File: src/sv/ihr_pkg.sv
// Shared types and constants of the intensity histogram block.
package ihr_pkg;

   typedef enum logic [1:0] {
      OP_ADD   = 2'd0,
      OP_READ  = 2'd1,
      OP_CLEAR = 2'd2,
      OP_NOP   = 2'd3
   } op_type;

   typedef enum logic [1:0] {
      SCALE_8  = 2'd0,
      SCALE_12 = 2'd1,
      SCALE_16 = 2'd2
   } scale_type;

   localparam logic [1:0] FMT_BYTE  = 2'd0;
   localparam logic [1:0] FMT_ALPHA = 2'd1;

   localparam logic [1:0] REG_BUCKET_COUNT  = 2'd0;
   localparam logic [1:0] REG_SOURCE_FORMAT = 2'd1;
   localparam logic [1:0] REG_TWELVE_BIT    = 2'd2;

   localparam int NB_BITS      = 9;
   localparam int VALUE_BITS   = 16;
   localparam int PRODUCT_BITS = 25;
   localparam int QUOT_BITS    = 13;
   localparam int RECIP_BITS   = 19;
   localparam int RECIP_SHIFT  = 26;

   localparam logic [RECIP_BITS-1:0] RECIP_8  = 19'd263172;
   localparam logic [RECIP_BITS-1:0] RECIP_12 = 19'd16388;
   localparam logic [RECIP_BITS-1:0] RECIP_16 = 19'd1024;

   localparam logic [4:0] SHIFT_8  = 5'd8;
   localparam logic [4:0] SHIFT_12 = 5'd12;
   localparam logic [4:0] SHIFT_16 = 5'd16;

   typedef struct packed {
      logic [NB_BITS-1:0] bucket_count;
      logic [1:0]         source_format;
      logic               twelve_bit_stored;
   } cfg_type;

   typedef struct packed {
      logic capture;
      logic scale;
      logic divide;
      logic correct;
      logic update;
      logic load_read;
      logic sweep;
      logic publish;
   } cmd_type;

   typedef struct packed {
      op_type op;
      logic   dropped;
      logic   index_ok;
      logic   sweep_last;
      logic   out_free;
   } status_type;

   typedef enum logic [10:0] {
      ST_INIT    = 11'b000_0000_0001,
      ST_IDLE    = 11'b000_0000_0010,
      ST_SCALE   = 11'b000_0000_0100,
      ST_DIVIDE  = 11'b000_0000_1000,
      ST_CORRECT = 11'b000_0001_0000,
      ST_FETCH   = 11'b000_0010_0000,
      ST_UPDATE  = 11'b000_0100_0000,
      ST_LOOKUP  = 11'b000_1000_0000,
      ST_READ    = 11'b001_0000_0000,
      ST_CLEAR   = 11'b010_0000_0000,
      ST_DONE    = 11'b100_0000_0000
   } state_type;

endpackage

File: src/sv/ihr_ctrl.sv
// Controller state machine that sequences each histogram item.
module ihr_ctrl import ihr_pkg::*; (
   input  logic       clock,
   input  logic       reset,
   input  logic       req_tvalid,
   output logic       req_tready,
   input  status_type status,
   output cmd_type    cmd
);

   state_type state_ff;
   state_type state_in;

   always_ff @(posedge clock) begin
      if (reset) begin
         state_ff <= ST_INIT;
      end else begin
         state_ff <= state_in;
      end
   end

   always_comb begin
      state_in   = state_ff;
      cmd        = '0;
      req_tready = 1'b0;
      unique case (state_ff)
         ST_INIT: begin
            cmd.sweep = 1'b1;
            if (status.sweep_last) begin
               state_in = ST_IDLE;
            end
         end
         ST_IDLE: begin
            req_tready = 1'b1;
            if (req_tvalid) begin
               cmd.capture = 1'b1;
               unique case (status.op)
                  OP_ADD:   state_in = ST_SCALE;
                  OP_READ:  state_in = ST_LOOKUP;
                  OP_CLEAR: state_in = ST_CLEAR;
                  OP_NOP:   state_in = ST_DONE;
                  default:  state_in = ST_DONE;
               endcase
            end
         end
         ST_SCALE: begin
            cmd.scale = 1'b1;
            state_in  = ST_DIVIDE;
         end
         ST_DIVIDE: begin
            cmd.divide = 1'b1;
            state_in   = ST_CORRECT;
         end
         ST_CORRECT: begin
            cmd.correct = 1'b1;
            state_in    = ST_FETCH;
         end
         ST_FETCH: begin
            if (status.dropped) begin
               state_in = ST_DONE;
            end else begin
               state_in = ST_UPDATE;
            end
         end
         ST_UPDATE: begin
            cmd.update = 1'b1;
            state_in   = ST_DONE;
         end
         ST_LOOKUP: begin
            if (status.index_ok) begin
               state_in = ST_READ;
            end else begin
               state_in = ST_DONE;
            end
         end
         ST_READ: begin
            cmd.load_read = 1'b1;
            state_in      = ST_DONE;
         end
         ST_CLEAR: begin
            cmd.sweep = 1'b1;
            if (status.sweep_last) begin
               state_in = ST_DONE;
            end
         end
         ST_DONE: begin
            if (status.out_free) begin
               cmd.publish = 1'b1;
               state_in    = ST_IDLE;
            end
         end
         default: begin
            state_in = ST_IDLE;
         end
      endcase
   end

endmodule

File: config.mk
export PLATFORM = sky130hd
export DESIGN_NAME = ihr_ctrl
export DESIGN_NICKNAME = d
export VERILOG_FILES = /design/src/sv/ihr_pkg.sv /design/src/sv/ihr_ctrl.sv
export SDC_FILE = /design/constraint.sdc
export NUM_CORES = 1
export LEC_CHECK = 0
export BUFFER_PORTS_ARGS = -buffer_cell sky130_fd_sc_hd__buf_4
export CAP_MARGIN = 20
export CORE_MARGIN = 10
export CORE_UTILIZATION = 45
export DETAILED_ROUTE_END_ITERATION = 6
export GPL_ROUTABILITY_DRIVEN = 0
export GPL_TIMING_DRIVEN = 0
export HOLD_SLACK_MARGIN = 0.05
export PLACE_DENSITY = 0.81
export SYNTH_ARGS = -nofsm -noshare
export SYNTH_HDL_FRONTEND = slang
export SYNTH_SLANG_ARGS = --single-unit
export TNS_END_PERCENT = 50
File: constraint.sdc
create_clock -name clock -period 2.5 [get_ports clock]
set_input_delay 0.125 -clock clock [delete_from_list [all_inputs] [get_ports clock]]
set_output_delay 0.125 -clock clock [all_outputs]
set_load 0.01 [all_outputs]
==> flow_metrics.env <==
export IMPL_run_status="completed"
export IMPL_max_stage_delay_ns=0.66
export IMPL_top_regs="state_ff: 11 flops"
export IMPL_postRouteAntennaNets=0
export IMPL_place_hpwl_mm=1.40
export IMPL_initial_core_util=0.474
export IMPL_holdPathStages=3
export IMPL_fp_dieW_microns=59.6
export IMPL_setup_slack_ns=0.00196
export IMPL_numCtsBuffers=3
export IMPL_cap_violations=0
export IMPL_final_max_slew_viol_count=0
export IMPL_synth_top_area_frac=0.312
export IMPL_pre_cts_ws_ns=-0.0901
export IMPL_r2r_end="state_ff[4]"
export IMPL_critPathKind="reg2reg"
export IMPL_multi_input_comb_area_sq_um=462
export IMPL_routed_wl_mm=2.13
export IMPL_crit_required_ns=2.66
export IMPL_pin_count=18
export IMPL_dp_cells=120
export IMPL_fin_crit_ns=2.50
export IMPL_crit_path_cell_trace="clkbuf_1 -> or4_1 -> nor4_2 -> nand2b_1 -> o211ai_4 -> or2_4 -> nor4_2"
export IMPL_grt_usage=0.125
export IMPL_h_tree_depth=1
export IMPL_die_y_microns=59.6
export IMPL_n_fill_cell=142
export IMPL_port_buffers=16
export IMPL_clock_sinks=11
export IMPL_cts_path_max_buffers=2
export IMPL_reg2reg_slack_ns=0.002
export IMPL_total_power_mw=0.424
export IMPL_max_slew_margin=0.632
export IMPL_timing_final_crit_share=0.999
export IMPL_irDropWorstVdd_uv=270
export IMPL_final_hold_viol_count=0
export IMPL_reg2regPathDepth=7
export IMPL_placed_cell_area_sq_um=846
export IMPL_power_density_mw_per_mm2=449
export IMPL_grt_pass1_vias=740
export IMPL_finalSetupTns_ns=0
export IMPL_synth_warnings=0
export IMPL_drc_errors=0
export IMPL_synth_net_count=97
export IMPL_r2r_start="state_ff[9]"
export IMPL_nets=124
export IMPL_core_area_sq_mm=0.00149
export IMPL_synth_top_cells_by_area="dfxtp_1, nor3_1, or4_4"
export IMPL_synth_common_cells="dfxtp_1, nor3_1, nand2_1, nor2_1, a21oi_1"
export IMPL_critPathBufInv=1
export IMPL_synth_edff_count=0
export IMPL_endpoint_kind="flop"
export IMPL_finalClockSkew_ns=0.00318
export IMPL_clock_root_buffer="clkbuf_4"
export IMPL_synth_top_flop_cell="dfxtp_1"
export IMPL_clk_latency_ns=0.27
export IMPL_cpMaxStageDelayCell="or4_1"
export IMPL_clk_pin_slew_ns=0.08
export IMPL_largest_reg_flops=11
export IMPL_ys_seq_elements=11
export IMPL_netlist_instances=88
export IMPL_syn_avg_cell_area_sq_um=8.02
export IMPL_viasPerCell=5.90
export IMPL_grt_overflow_total=0
export IMPL_antenna_found_initial=0
export IMPL_layout_drive_gt1_share=0.325
export IMPL_hold_start="status[2]"
export IMPL_final_area_sq_um=945
export IMPL_synth_seq_area_share=0.312
export IMPL_path_delay_family="simple AND/OR/NAND/NOR gates"
export IMPL_crit_top_cell="nor4_2"
export IMPL_setup_viol=0
export IMPL_crit_path_max_fanout=10
export IMPL_cp_arrival_ns=2.66
export IMPL_dieArea_sq_mm=0.00355
export IMPL_first_iter_violations=19
export IMPL_rows=14
export IMPL_vias=767
export IMPL_holdPathEnd="state_ff[8]"
export IMPL_hold_path_class="in2reg"
export IMPL_final_cells=130
export IMPL_worstSetupStartpointType="flop"
export IMPL_synth_area_sq_um=706
export IMPL_rsz0062_at_grt="true"
export IMPL_tightest_slew_ns=0.547
export IMPL_grt_pass1_wl_mm=3.44
export IMPL_seqCellArea_sq_um=229
export IMPL_post_drt_wl_per_cell_microns=16.4
export IMPL_first_pass_iters=4
export IMPL_grt_max_degree=11
export IMPL_synthArstFlopShare=0
export IMPL_ys_types=33
export IMPL_p_leak_nw=0.387
export IMPL_yosysTopAreaCell="dfxtp_1"
export IMPL_cts_tree="built"
export IMPL_fmax_mhz=400
export IMPL_largest_register="state_ff"
export IMPL_diodes=0
export IMPL_syn_to_final_growth_pct=33.9
-- stage by stage --
stage	util	hold WS (ns)
2_1_floorplan	-	0.202
3_3_place_gp	0.568	0.299
3_5_place_dp	0.568	0.302
4_1_cts	0.619	0.0919
5_1_grt	0.634	0.101
6_report	0.634	0.0950
-- layer usage --
metal,GRT usage,vias to the layer above,share of wire
met1,0.130,349,0.38
li1,-,375,-
met3,0.0322,8,0.080
met4,0.0641,0,0.021
met5,0,-,0
met2,0.221,35,0.52
-- power breakdown --
part | leakage (nW) | internal (mW) | total [mW] | switching (mW)
registers | 0.0915 | 0.178 | 0.186 | 0.00776
logic | 0.281 | 0.0547 | 0.109 | 0.0542
clock network | 0.0150 | 0.0619 | 0.130 | 0.0681
total | 0.387 | 0.294 | 0.424 | 0.130
-- cells in the final DEF (no fill, tap or decap), types with 4 or more instances in the layout --
cell type,n
buf_4,22
nor3_1,10
dfxtp_1,8
nor2_1,6
nand2_1,6
a21oi_1,5
clkbuf_1,4
nand2b_1,4
-- kinds of logic (layout without fill, tap and decap cells) --
logic type | Yosys count | count (layout) | share of synthesized area
flip-flops | 11 | 11 | 0.312
AND/OR/NAND/NOR | 49 | 49 | 0.422
XOR/XNOR | 4 | 4 | 0.0497
AO/OA/AOI/OAI | 16 | 16 | 0.163
buffers and inverters | 8 | 34 | 0.0532
-- how the worst max path moves through the flow --
stage | startpoint | to | slack, ns | cells after the start
5_1_grt | state_ff[8] | state_ff[1] | -0.07 | 7
4_1_cts | state_ff[6] | state_ff[9] | 0.01 | 6
3_5_place_dp | state_ff[7] | state_ff[4] | -0.09 | 7
6_report | state_ff[9] | state_ff[4] | 0.002 | 7
3_3_place_gp | state_ff[7] | state_ff[4] | -0.06 | 7
2_1_floorplan | state_ff[6] | state_ff[4] | 0.08 | 7
-- tightest hold or removal path, cell delays in order --
cell     delay (ns)
buf_4          0.11
nand2_1        0.05
nor4_1         0.04
-- area by class of cell --
class / instances / area share
multi-input cells: 69 / 0.489
clock buffers: 4 / 0.0278
flip-flops and latches: 11 / 0.242
repair buffers: 24 / 0.196
plain buffers: 3 / 0.0119
well taps: 16 / 0.0212
inverters: 3 / 0.0119
-- timing repair --
item,CTS,global route
pin swaps,5,6
buffers inserted,5,1
gates resized for setup,4,4
setup endpoints to repair,7,8
endpoints found under the hold margin,2,0
hold buffers,2,0
No activity file was read; power rests on OpenSTA's default activity.
